$ cat config.mk
export PLATFORM = sky130hd
export DESIGN_NAME = ms_ctrl
export DESIGN_NICKNAME = d
export VERILOG_FILES = /design/src/rtl/core/ms_pkg.sv /design/src/rtl/core/ms_ctrl.sv
export SDC_FILE = /design/constraint.sdc
export NUM_CORES = 1
export LEC_CHECK = 0
export BUFFER_PORTS_ARGS = -buffer_cell sky130_fd_sc_hd__buf_4
export CAP_MARGIN = 20
export CORE_AREA = 5 5 42 44
export CTS_BUF_LIST = sky130_fd_sc_hd__clkbuf_4
export DETAILED_ROUTE_END_ITERATION = 8
export DIE_AREA = 0 0 47 49
export GPL_TIMING_DRIVEN = 1
export PLACE_DENSITY_LB_ADDON = 0.08
export SYNTH_ARGS = -nofsm -noshare
export SYNTH_HDL_FRONTEND = slang
export SYNTH_SLANG_ARGS = --single-unit
$ cat constraint.sdc
create_clock -name clk -period 2.8 [get_ports clk]
set_input_delay 0.28 -clock clk [delete_from_list [all_inputs] [get_ports clk]]
set_output_delay 0.28 -clock clk [all_outputs]
set_load 0.05 [all_outputs]
$ cat src/rtl/core/ms_pkg.sv
// Package for the merge sorter: default sizes and the command and status
// groups that pass between controller and datapath. No dependencies.
package ms_pkg;

    localparam int DEPTH_DEF      = 64;
    localparam int DATA_WIDTH_DEF = 32;

    // Commands from the controller to the datapath
    typedef struct packed {
        logic load;       // store or drop the input beat
        logic sort_init;  // run width to one, source store to the element RAM
        logic lo_zero;    // first run of a pass
        logic run_init;   // set up indices of the current run pair
        logic merge_wr;   // write one merged element, advance indices
        logic lo_next;    // step to the next run pair
        logic pass_next;  // double run width, swap source and destination
        logic out_init;   // output index to zero
        logic out_rd;     // read port zero at the output index
        logic out_load;   // capture read data into the output register
        logic out_next;   // advance output index
        logic clear;      // empty the store after a burst
    } cmd_t;

    // Status from the datapath to the controller
    typedef struct packed {
        logic width_lt_n; // another pass is needed
        logic lo_lt_n;    // another run pair remains in this pass
        logic run_end;    // the element being merged closes the run pair
        logic out_last;   // the element being shown is the last one
    } sts_t;

endpackage

$ cat src/rtl/core/ms_ctrl.sv
// Controller of the merge sorter: load, merge passes and output burst.
// Depends on ms_pkg for the command and status groups.
module ms_ctrl (
    input  logic         clk,
    input  logic         rst_n,
    input  logic         in_valid,
    input  logic         last,
    output logic         in_stall,
    output logic         out_valid,
    input  logic         out_stall,
    input  ms_pkg::sts_t sts,
    output ms_pkg::cmd_t cmd
);

    localparam logic [2:0] S_LOAD = 3'd0;
    localparam logic [2:0] S_PASS = 3'd1;
    localparam logic [2:0] S_RUN  = 3'd2;
    localparam logic [2:0] S_MRD  = 3'd3;
    localparam logic [2:0] S_MWR  = 3'd4;
    localparam logic [2:0] S_ORD  = 3'd5;
    localparam logic [2:0] S_OLD  = 3'd6;
    localparam logic [2:0] S_OWT  = 3'd7;

    logic [2:0] state_reg;
    logic [2:0] state_next;

    assign in_stall  = (state_reg != S_LOAD);
    assign out_valid = (state_reg == S_OWT);

    always_comb
    begin
        state_next = state_reg;
        cmd        = '0;
        case (state_reg)
            S_LOAD:
            begin
                cmd.load = in_valid;
                if (in_valid && last)
                begin
                    cmd.sort_init = 1'b1;
                    state_next    = S_PASS;
                end
            end
            S_PASS:
            begin
                if (sts.width_lt_n)
                begin
                    cmd.lo_zero = 1'b1;
                    state_next  = S_RUN;
                end
                else
                begin
                    cmd.out_init = 1'b1;
                    state_next   = S_ORD;
                end
            end
            S_RUN:
            begin
                if (sts.lo_lt_n)
                begin
                    cmd.run_init = 1'b1;
                    state_next   = S_MRD;
                end
                else
                begin
                    cmd.pass_next = 1'b1;
                    state_next    = S_PASS;
                end
            end
            S_MRD:
            begin
                state_next = S_MWR;
            end
            S_MWR:
            begin
                cmd.merge_wr = 1'b1;
                if (sts.run_end)
                begin
                    cmd.lo_next = 1'b1;
                    state_next  = S_RUN;
                end
                else
                begin
                    state_next = S_MRD;
                end
            end
            S_ORD:
            begin
                cmd.out_rd = 1'b1;
                state_next = S_OLD;
            end
            S_OLD:
            begin
                cmd.out_load = 1'b1;
                state_next   = S_OWT;
            end
            S_OWT:
            begin
                if (!out_stall)
                begin
                    if (sts.out_last)
                    begin
                        cmd.clear  = 1'b1;
                        state_next = S_LOAD;
                    end
                    else
                    begin
                        cmd.out_next = 1'b1;
                        state_next   = S_ORD;
                    end
                end
            end
            default:
            begin
                state_next = S_LOAD;
            end
        endcase
    end

    always_ff @(posedge clk or negedge rst_n)
    begin
        if (!rst_n)
        begin
            state_reg <= S_LOAD;
        end
        else
        begin
            state_reg <= state_next;
        end
    end

endmodule

After elaboration in Yosys (flattened, before gate mapping)
Index checks and enable logic that the tools add are counted.
{"block": "word_totals", "output_inout_bits": 14, "wordCells": 39, "in_bits": 9, "reg_bits": 3}
{"block": "op_classes", "reduce_logical": 4, "muxes": 25, "eq_ne": 9}
{"cell": "$pmux 3 s8", "n": 1}
{"cell": "$mux 1", "n": 15}
{"cell": "$eq 3x3->1 const B", "n": 4}
{"cell": "$mux 3", "n": 4}
{"cell": "$mux 2", "n": 5}
{"cell": "$eq 3x2->1 const B", "n": 2}
{"cell": "$ne 2x2->1 const B", "n": 2}
{"cell": "$eq 3x1->1 const B", "n": 1}
{"cell": "$logic_not 3->1", "n": 1}
{"cell": "$reduce_bool 3->1", "n": 1}
{"cell": "$reduce_and 2->1", "n": 1}
{"cell": "$logic_and 1x1->1", "n": 1}

Longest topological paths before layout
Gate-level depths: netlist (run 1).
{"block": "depth", "depth_word": 3, "depth_mapped": 4, "depth_no_buf": 3}

Least setup slack after synthesis (run 1)
No wires, ideal clock.
{"block": "synth_timing", "path_kind": "register to output", "from": "register state_reg[0]", "to": "output cmd[6] in the netlist's numbering", "slack_ns": 0.231, "arrival_ns": 2.289, "stages_incl_launch_ff": 4, "path_buffers": 1, "required_ns": 2.520, "cell_sequence": "dfrtp_1 -> buf_4 -> nor3b_1 -> and2_1"}
{"element": "start, declared", "line_no": "ms_ctrl.sv:24", "rtl": "logic [2:0] state_reg;"}
{"element": "start signal, assigned", "line_no": "ms_ctrl.sv:128", "rtl": "state_reg <= state_next;"}
{"element": "end, declared", "line_no": "ms_ctrl.sv:12", "rtl": "output ms_pkg::cmd_t cmd"}

==> parameters.txt, run 1 <==
Parameter                              Value

Power and ir drop
  Static power due to leakage ... ~0.25 nW
  Peak VDD IR ... 0.0004079 V
  Pwr per Cell Area ... 1252 nW/um^2
  Final total power ... between 0.0006 and 0.0007 W

Place
  Number of buffers inserted by port buffering ... 22
  DP Wirelength ... about 670 um
  Routability congestion estimate ... 0.6407

Die
  Number of primary I/O pins ... 23
  Total Die Area ... roughly 2300 um^2
  Initial core utilization ... between 20 and 25%
  Chip Height ... 49 um
  Std-Cell Rows ... 14
  Chip width ... 47 um
  Standard cell core area ... 1401 um^2

Timing
  Number of setup violations in the final report ... 0
  Setup_tns ... 0 ns
  Worst rel slew slack ... 64.65%
  Period utilisation layout ... 65.48%
  Final number of max-transition violations ... 0
  Setup repair after global routing missed its margin ... no
  Clock skew after layout ... 0.00005629 ns
  Final Critical Period ... 1.834 ns
  Actual transition at the worst max-transition pin ... 0.5302 ns
  Achievable clock frequency ... 545.4 MHz
  Number of hold violations in the final report ... 0

Setup path
  Cell-by-cell trace of the critical path ... nor3_1, inv_1, nor2_1, buf_4
  Worst Path Required ... 2.52 ns
  Launch instance of the worst register-to-register path ... state_reg[0]$_DFFE_PN0P_
  Arr. time, crit path ... 1.55 ns
  Startpoint kind of the worst setup timing path ... flop
  Peak per-stage delay on the critical path ... roughly 0.56 ns
  Crit end category ... output port
  Crit path launch ... state_reg[2]$_DFFE_PN0P_
  Maximum fanout encountered on the critical timing path ... 14
  Slowest cell on the critical path ... sky130_fd_sc_hd__dfrtp_1
  Worst setup path category ... flop to output port

Synthesis
  Syn_nets ... 45
  Share of Yosys cell area claimed by the top area cell type ... 23.44%
  Number of instances in the synthesized netlist ... 36
  Synthesized cell area ... between 300 and 400 um^2
  Count of flip-flops with a built-in enable after synthesis ... 0
  Count of yosys warnings during synthesis ... 0
  Library cell occupying the most area in the post-synthesis netlist ... sky130_fd_sc_hd__dfrtp_1
  FFs w/ async S/R, synth ... 100.0%
  Post-synthesis register bit count ... 3
  Synth unique cells ... 24
  Top cells by area, synth ... sky130_fd_sc_hd__dfrtp_1, sky130_fd_sc_hd__nor4b_4, sky130_fd_sc_hd__nand3_4
  Leading register cell type out of synthesis ... sky130_fd_sc_hd__dfrtp_1
  Part of the Yosys area used for sequential elements ... 23.44%
  Most common library cells after synthesis ... sky130_fd_sc_hd__dfrtp_1, sky130_fd_sc_hd__inv_1, sky130_fd_sc_hd__nand2_1, sky130_fd_sc_hd__nor3_1
  Mean instance size in the synthesized netlist ... 8.897 um^2

Clock network
  TritonCTS clock tree ... done
  CTS Sinks ... 3
  Num CTS Buffers ... 3
  Clock tree root driver cell ... sky130_fd_sc_hd__clkbuf_4
  Post-CTS Hold Buffers ... 1
  Clock slew at the register clock pins of the worst setup and hold paths ... around 0.040 ns
  Number of levels the H-tree was split into ... 1
  Source-to-sink clock delay at the later pin of the worst-skew pair ... 0.23 ns
  Number of cells upsized or downsized after cts ... 0
  Buffers from clock root to sink, at most ... 2
  Post-CTS setup buffers ... 0

Layout
  Sequential cell area ... 75.07 um^2
  Filler cells ... between 150 and 200
  ANT cells ... 0
  Fraction of layout cells with a size suffix above 1 ... 50.00%
  Area of combinational cells with multiple inputs ... 207.7 um^2
  P&R area growth vs syn ... 62.11%
  # nets final ... 70
  Flip-flop count of the largest register, all copies and words added ... 3

Routing
  DRC errors left ... 0
  Final antenna-violating net count ... 0
  Routed WL ... 881 um
  Count of vias placed by the detailed router ... 352
  Initial detailed-routing violation count ... 10
  Vias per inst ... 4.632
  Number of iterations in the first detailed-routing pass ... 4
  Final routed wire length divided by cell count ... 11.59 um

Global route
  First-pass GRT wire length ... 1.400 mm
  Vias in the first global route ... 330
  Largest net degree at the start of global routing ... 15
  Number of antenna violations at the first check in global routing ... 0
  Residual overflow from global routing ... 0
  Global-route usage over all layers ... around 8.6%

Min path
  Path class of the lowest-slack min-delay path ... input port to flop
  Startpoint of the tightest hold check path ... last

Status
  Result of the run ... complete, no violations

Run
  Max-cap violations ... 0
[per-layer routing]
layer	up-vias	global-route usage, %	wire, um
li1	175	-	-
met1	159	11.06	391
met2	18	10.18	401
met3	0	3.321	89
met4	0	8.295	0
met5	-	0	0
[where the power goes]
| group | switching [W] | internal [W] | total (W) |
|---|---|---|---|
| logic | 0.000254 | 0.000148 | 0.000402 |
| clock network | 0.0000237 | 0.0000631 | 0.0000868 |
| registers | 0.0000947 | 0.0000661 | 0.000161 |
[cell families (layout without fill, tap and decap cells)]
kind of cell	after synthesis	after routing	synth area share, %
XOR/XNOR	1	1	2.735
AO/OA/AOI/OAI	7	7	13.28
flip-flops	3	3	23.44
buffers and inverters	6	30	11.72
AND/OR/NAND/NOR	19	19	48.83
[placed cells by master (no fill, tap or decap)]
cell type                       synthesis  routed
sky130_fd_sc_hd__buf_4                  2      22
sky130_fd_sc_hd__clkbuf_4               0       4
sky130_fd_sc_hd__inv_1                  3       3
sky130_fd_sc_hd__nor3_1                 3       3
sky130_fd_sc_hd__nand2_1                3       3
sky130_fd_sc_hd__dfrtp_1                3       3
sky130_fd_sc_hd__nor3b_1                2       2
sky130_fd_sc_hd__and2_1                 2       2
sky130_fd_sc_hd__o21ai_0                2       2
sky130_fd_sc_hd__and3_1                 1       1
sky130_fd_sc_hd__nand3_4                1       1
sky130_fd_sc_hd__nor4b_4                1       1
sky130_fd_sc_hd__nor4bb_1               1       1
sky130_fd_sc_hd__nor2_1                 1       1
sky130_fd_sc_hd__nor3b_2                1       1
sky130_fd_sc_hd__nor4b_2                1       1
sky130_fd_sc_hd__xnor2_1                1       1
sky130_fd_sc_hd__nand3b_1               1       1
sky130_fd_sc_hd__a31oi_1                1       1
sky130_fd_sc_hd__o21ai_1                1       1
sky130_fd_sc_hd__a21oi_1                1       1
sky130_fd_sc_hd__nand2b_1               1       1
sky130_fd_sc_hd__a32oi_1                1       1
sky130_fd_sc_hd__a22oi_1                1       1
sky130_fd_sc_hd__dlygate4sd3_1          0       1
[per-stage QoR]
step	hold WS [ns]	worst slack (ns)	cell area, um^2	utilization, %	instances
5_1_grt	0.3662	0.8031	519.2	37.05	76
2_1_floorplan	-0.01559	0.2313	320.3	-	36
3_3_place_gp	0.07469	1.176	479.2	34.20	71
6_report	0.3472	0.9665	519.2	37.05	76
4_1_cts	0.3443	0.9340	519.2	37.05	76
3_5_place_dp	0.07123	1.193	479.2	34.20	71
[area by class of cell]
type / instances / area share [%]
multi-input cells: 27 / 40.00
repair buffers: 23 / 33.73
flip-flops and latches: 3 / 14.46
clock buffers: 4 / 5.783
well taps: 16 / 3.855
inverters: 3 / 2.169
[worst max-delay path, delay by kind of cell, from the launching register on]
family | cells | cell delay (ns)
buffers and inverters | 2 | 0.30
and+or+nand+nor | 2 | 0.46
DFF | 1 | 0.56
[worst paths after layout]
kind | end | slack [ns] | depth (start not counted)
min in group asynchronous | state_reg[2]$_DFFE_PN0P_ | 0.38 | 2
worst min register to register | state_reg[1]$_DFFE_PN0P_ | 0.81 | 3
max in group asynchronous | state_reg[1]$_DFFE_PN0P_ | 2.33 | 2
worst max register to register | state_reg[1]$_DFFE_PN0P_ | 1.54 | 3
worst max-delay path | cmd[10] | 0.97 | 4
worst min-delay path | state_reg[0]$_DFFE_PN0P_ | 0.35 | 3
Note: power is estimated with default switching activity, not from simulation.
==> inputs of run 2 (changes only) <==
==> constraint.sdc (replaced) <==
create_clock -name clk -period 1.8 [get_ports clk]
set_input_delay 0.18 -clock clk [delete_from_list [all_inputs] [get_ports clk]]
set_output_delay 0.18 -clock clk [all_outputs]
set_load 0.05 [all_outputs]
==> parameters.txt, run 2 (synthesis results as in run 1) <==
Parameter                              Value

Status
  Result of the run ... complete, no violations

Place
  Count of placed standard cells including taps ... 73
  Number of buffers inserted by port buffering ... 22
  Routability congestion estimate ... 0.6580
  DP Wirelength ... 703.1 um

Timing
  Final number of max-transition violations ... 0
  Number of setup violations in the final report ... 0
  Clock skew after layout ... approximately 0.0014 ns
  Period utilisation layout ... 89.84%
  Final Critical Period ... 1.617 ns
  Worst rel slew slack ... 81.63%
  Actual transition at the worst max-transition pin ... 0.2756 ns
  Setup repair after global routing missed its margin ... no
  Number of hold violations in the final report ... 0
  Achievable clock frequency ... 618.4 MHz

Clock network
  Number of levels the H-tree was split into ... 1
  CTS Sinks ... 3
  Source-to-sink clock delay at the later pin of the worst-skew pair ... 0.24 ns
  Num CTS Buffers ... 3
  Clock slew at the register clock pins of the worst setup and hold paths ... 0.04 ns
  TritonCTS clock tree ... done
  Buffers from clock root to sink, at most ... 2
  Clock tree root driver cell ... sky130_fd_sc_hd__clkbuf_4

Setup path
  Startpoint kind of the worst setup timing path ... flop
  Slowest cell on the critical path ... sky130_fd_sc_hd__dfrtp_1
  Arr. time, crit path ... between 1 and 1.5 ns
  Cell with the most instances on the worst path ... sky130_fd_sc_hd__buf_4
  Crit end category ... output port
  Cell-by-cell trace of the critical path ... buf_4, nor4b_4, buf_4
  Worst setup path category ... flop to output port
  Depth of the most critical reg-to-reg path ... 4
  Worst Path Required ... 1.62 ns
  Peak per-stage delay on the critical path ... 0.46 ns
  Maximum fanout encountered on the critical timing path ... 8

Global route
  Met2 layer usage reported by global route ... 12.22%
  Number of antenna violations at the first check in global routing ... 0
  Most crowded layer after global routing ... met1
  Global routing met3 resource utilization ... 2.214%
  First-pass GRT wire length ... 1.504 mm
  Met1 demand-to-capacity share in global routing ... 12.39%
  Global-route usage over all layers ... 9.033%
  Vias in the first global route ... 352
  Residual overflow from global routing ... 0
  Largest net degree at the start of global routing ... 12

Layout
  Fraction of layout cells with a size suffix above 1 ... 64.52%
  # nets final ... 72
  P&R area growth vs syn ... 77.73%
  Filler cells ... between 150 and 200
  Post-route non-filler standard cell count ... 78
  Most common library cell in the layout ignoring fill and taps ... sky130_fd_sc_hd__buf_4
  Flip-flop count of the largest register, all copies and words added ... 3
  ANT cells ... 0
  Most frequent cells in the layout ... sky130_fd_sc_hd__buf_4, sky130_fd_sc_hd__clkbuf_4

Run
  Max-cap violations ... 0

Routing
  Final routed wire length divided by cell count ... 11.73 um
  Initial detailed-routing violation count ... 2
  DRC errors left ... 0
  Final antenna-violating net count ... 0
  Routed WL ... approximately 900 um
  Number of iterations in the first detailed-routing pass ... 2
  Count of vias placed by the detailed router ... approximately 350
  Vias per inst ... 4.526

Die
  Chip width ... around 47 um
  Total Die Area ... 2303 um^2
  Std-Cell Rows ... 14
  Initial core utilization ... 22.86%
  Standard cell core area ... 1401 um^2
  Chip Height ... 49 um
  Number of primary I/O pins ... 23

Min path
  Path class of the lowest-slack min-delay path ... input port to flop
  Instance count along the most critical hold path ... 3

Power and ir drop
  Pwr per Cell Area ... 1921 nW/um^2
  Peak VDD IR ... 0.0006515 V
  Final total power ... around 0.0011 W
  Static power due to leakage ... 0.2614 nW
[run 2: cell count changes in the layout (fill, tap and decap cells not counted)]
cell,previous run,this run
sky130_fd_sc_hd__nor3_1,3,0
sky130_fd_sc_hd__dfrtp_1,3,2
sky130_fd_sc_hd__dfrtp_2,0,1
sky130_fd_sc_hd__nor3_2,0,3
sky130_fd_sc_hd__nor3b_2,1,3
sky130_fd_sc_hd__buf_4,22,24
sky130_fd_sc_hd__nor4bb_1,1,0
sky130_fd_sc_hd__nor4bb_2,0,1
sky130_fd_sc_hd__nor2_2,0,1
sky130_fd_sc_hd__nor2_1,1,0
sky130_fd_sc_hd__nor3b_1,2,0
[run 2: repair_timing]
action	CTS	global route
hold endpoints to repair	3	0
endpoints found under the setup margin	0	3
buffers inserted	0	0
resized for setup	0	2
hold buffers	1	0
[run 2: cell type report]
| class | instances | area, um^2 | area share (%) |
|---|---|---|---|
| Inverter | 3 | 11.26 | 1.978 |
| Timing Repair Buffer | 25 | 190.2 | 33.41 |
| Multi-Input combinational cell | 27 | 241.5 | 42.42 |
| Tap cell | 16 | 20.02 | 3.516 |
| Sequential cell | 3 | 76.32 | 13.41 |
| Clock buffer | 4 | 30.03 | 5.275 |
[run 2: final timing paths]
path,slack [ns],from,endpoint
max,0.18,state_reg[2]$_DFFE_PN0P_,cmd[4]
min,0.23,sts[2],state_reg[1]$_DFFE_PN0P_
max reg2reg,0.51,state_reg[2]$_DFFE_PN0P_,state_reg[0]$_DFFE_PN0P_
min reg2reg,0.70,state_reg[1]$_DFFE_PN0P_,state_reg[0]$_DFFE_PN0P_
max in group asynchronous,1.43,rst_n,state_reg[0]$_DFFE_PN0P_
min in group asynchronous,0.27,rst_n,state_reg[1]$_DFFE_PN0P_
[run 2: worst max-delay path: cells and delay by family, from the launching register on]
family / cells / cell delay (ns)
flip-flops: 1 / 0.46
buffers and inverters: 2 / 0.46
AND/OR/NAND/NOR: 1 / 0.27
[run 2: through the flow]
stage	setup slack [ns]	hold slack [ns]	TNS (ns)	utilization, %	cell area, um^2
CTS	0.02456	0.2274	0	40.18	563.0
detailed placement	0.3099	-0.02867	0	37.32	523.0
floorplan	-0.1264	-0.1156	-0.1525	-	349.1
global placement	0.3210	-0.02782	0	37.32	523.0
global route	0.09825	0.2417	0	40.63	569.3
finish	0.1829	0.2343	0	40.63	569.3
[run 2: power by group]
| group | internal [W] | leakage [nW] | switching [W] |
|---|---|---|---|
| Clock | 0.0000983 | 0.0184 | 0.0000377 |
| Sequential | 0.000107 | 0.0339 | 0.0000914 |
| Combinational | 0.000275 | 0.209 | 0.000485 |
[run 2: layer usage]
metal / wire length [um] / up-vias
met5: 0 / -
met4: 0 / 0
met3: 41 / 0
met2: 505 / 9
met1: 369 / 165
li1: - / 179
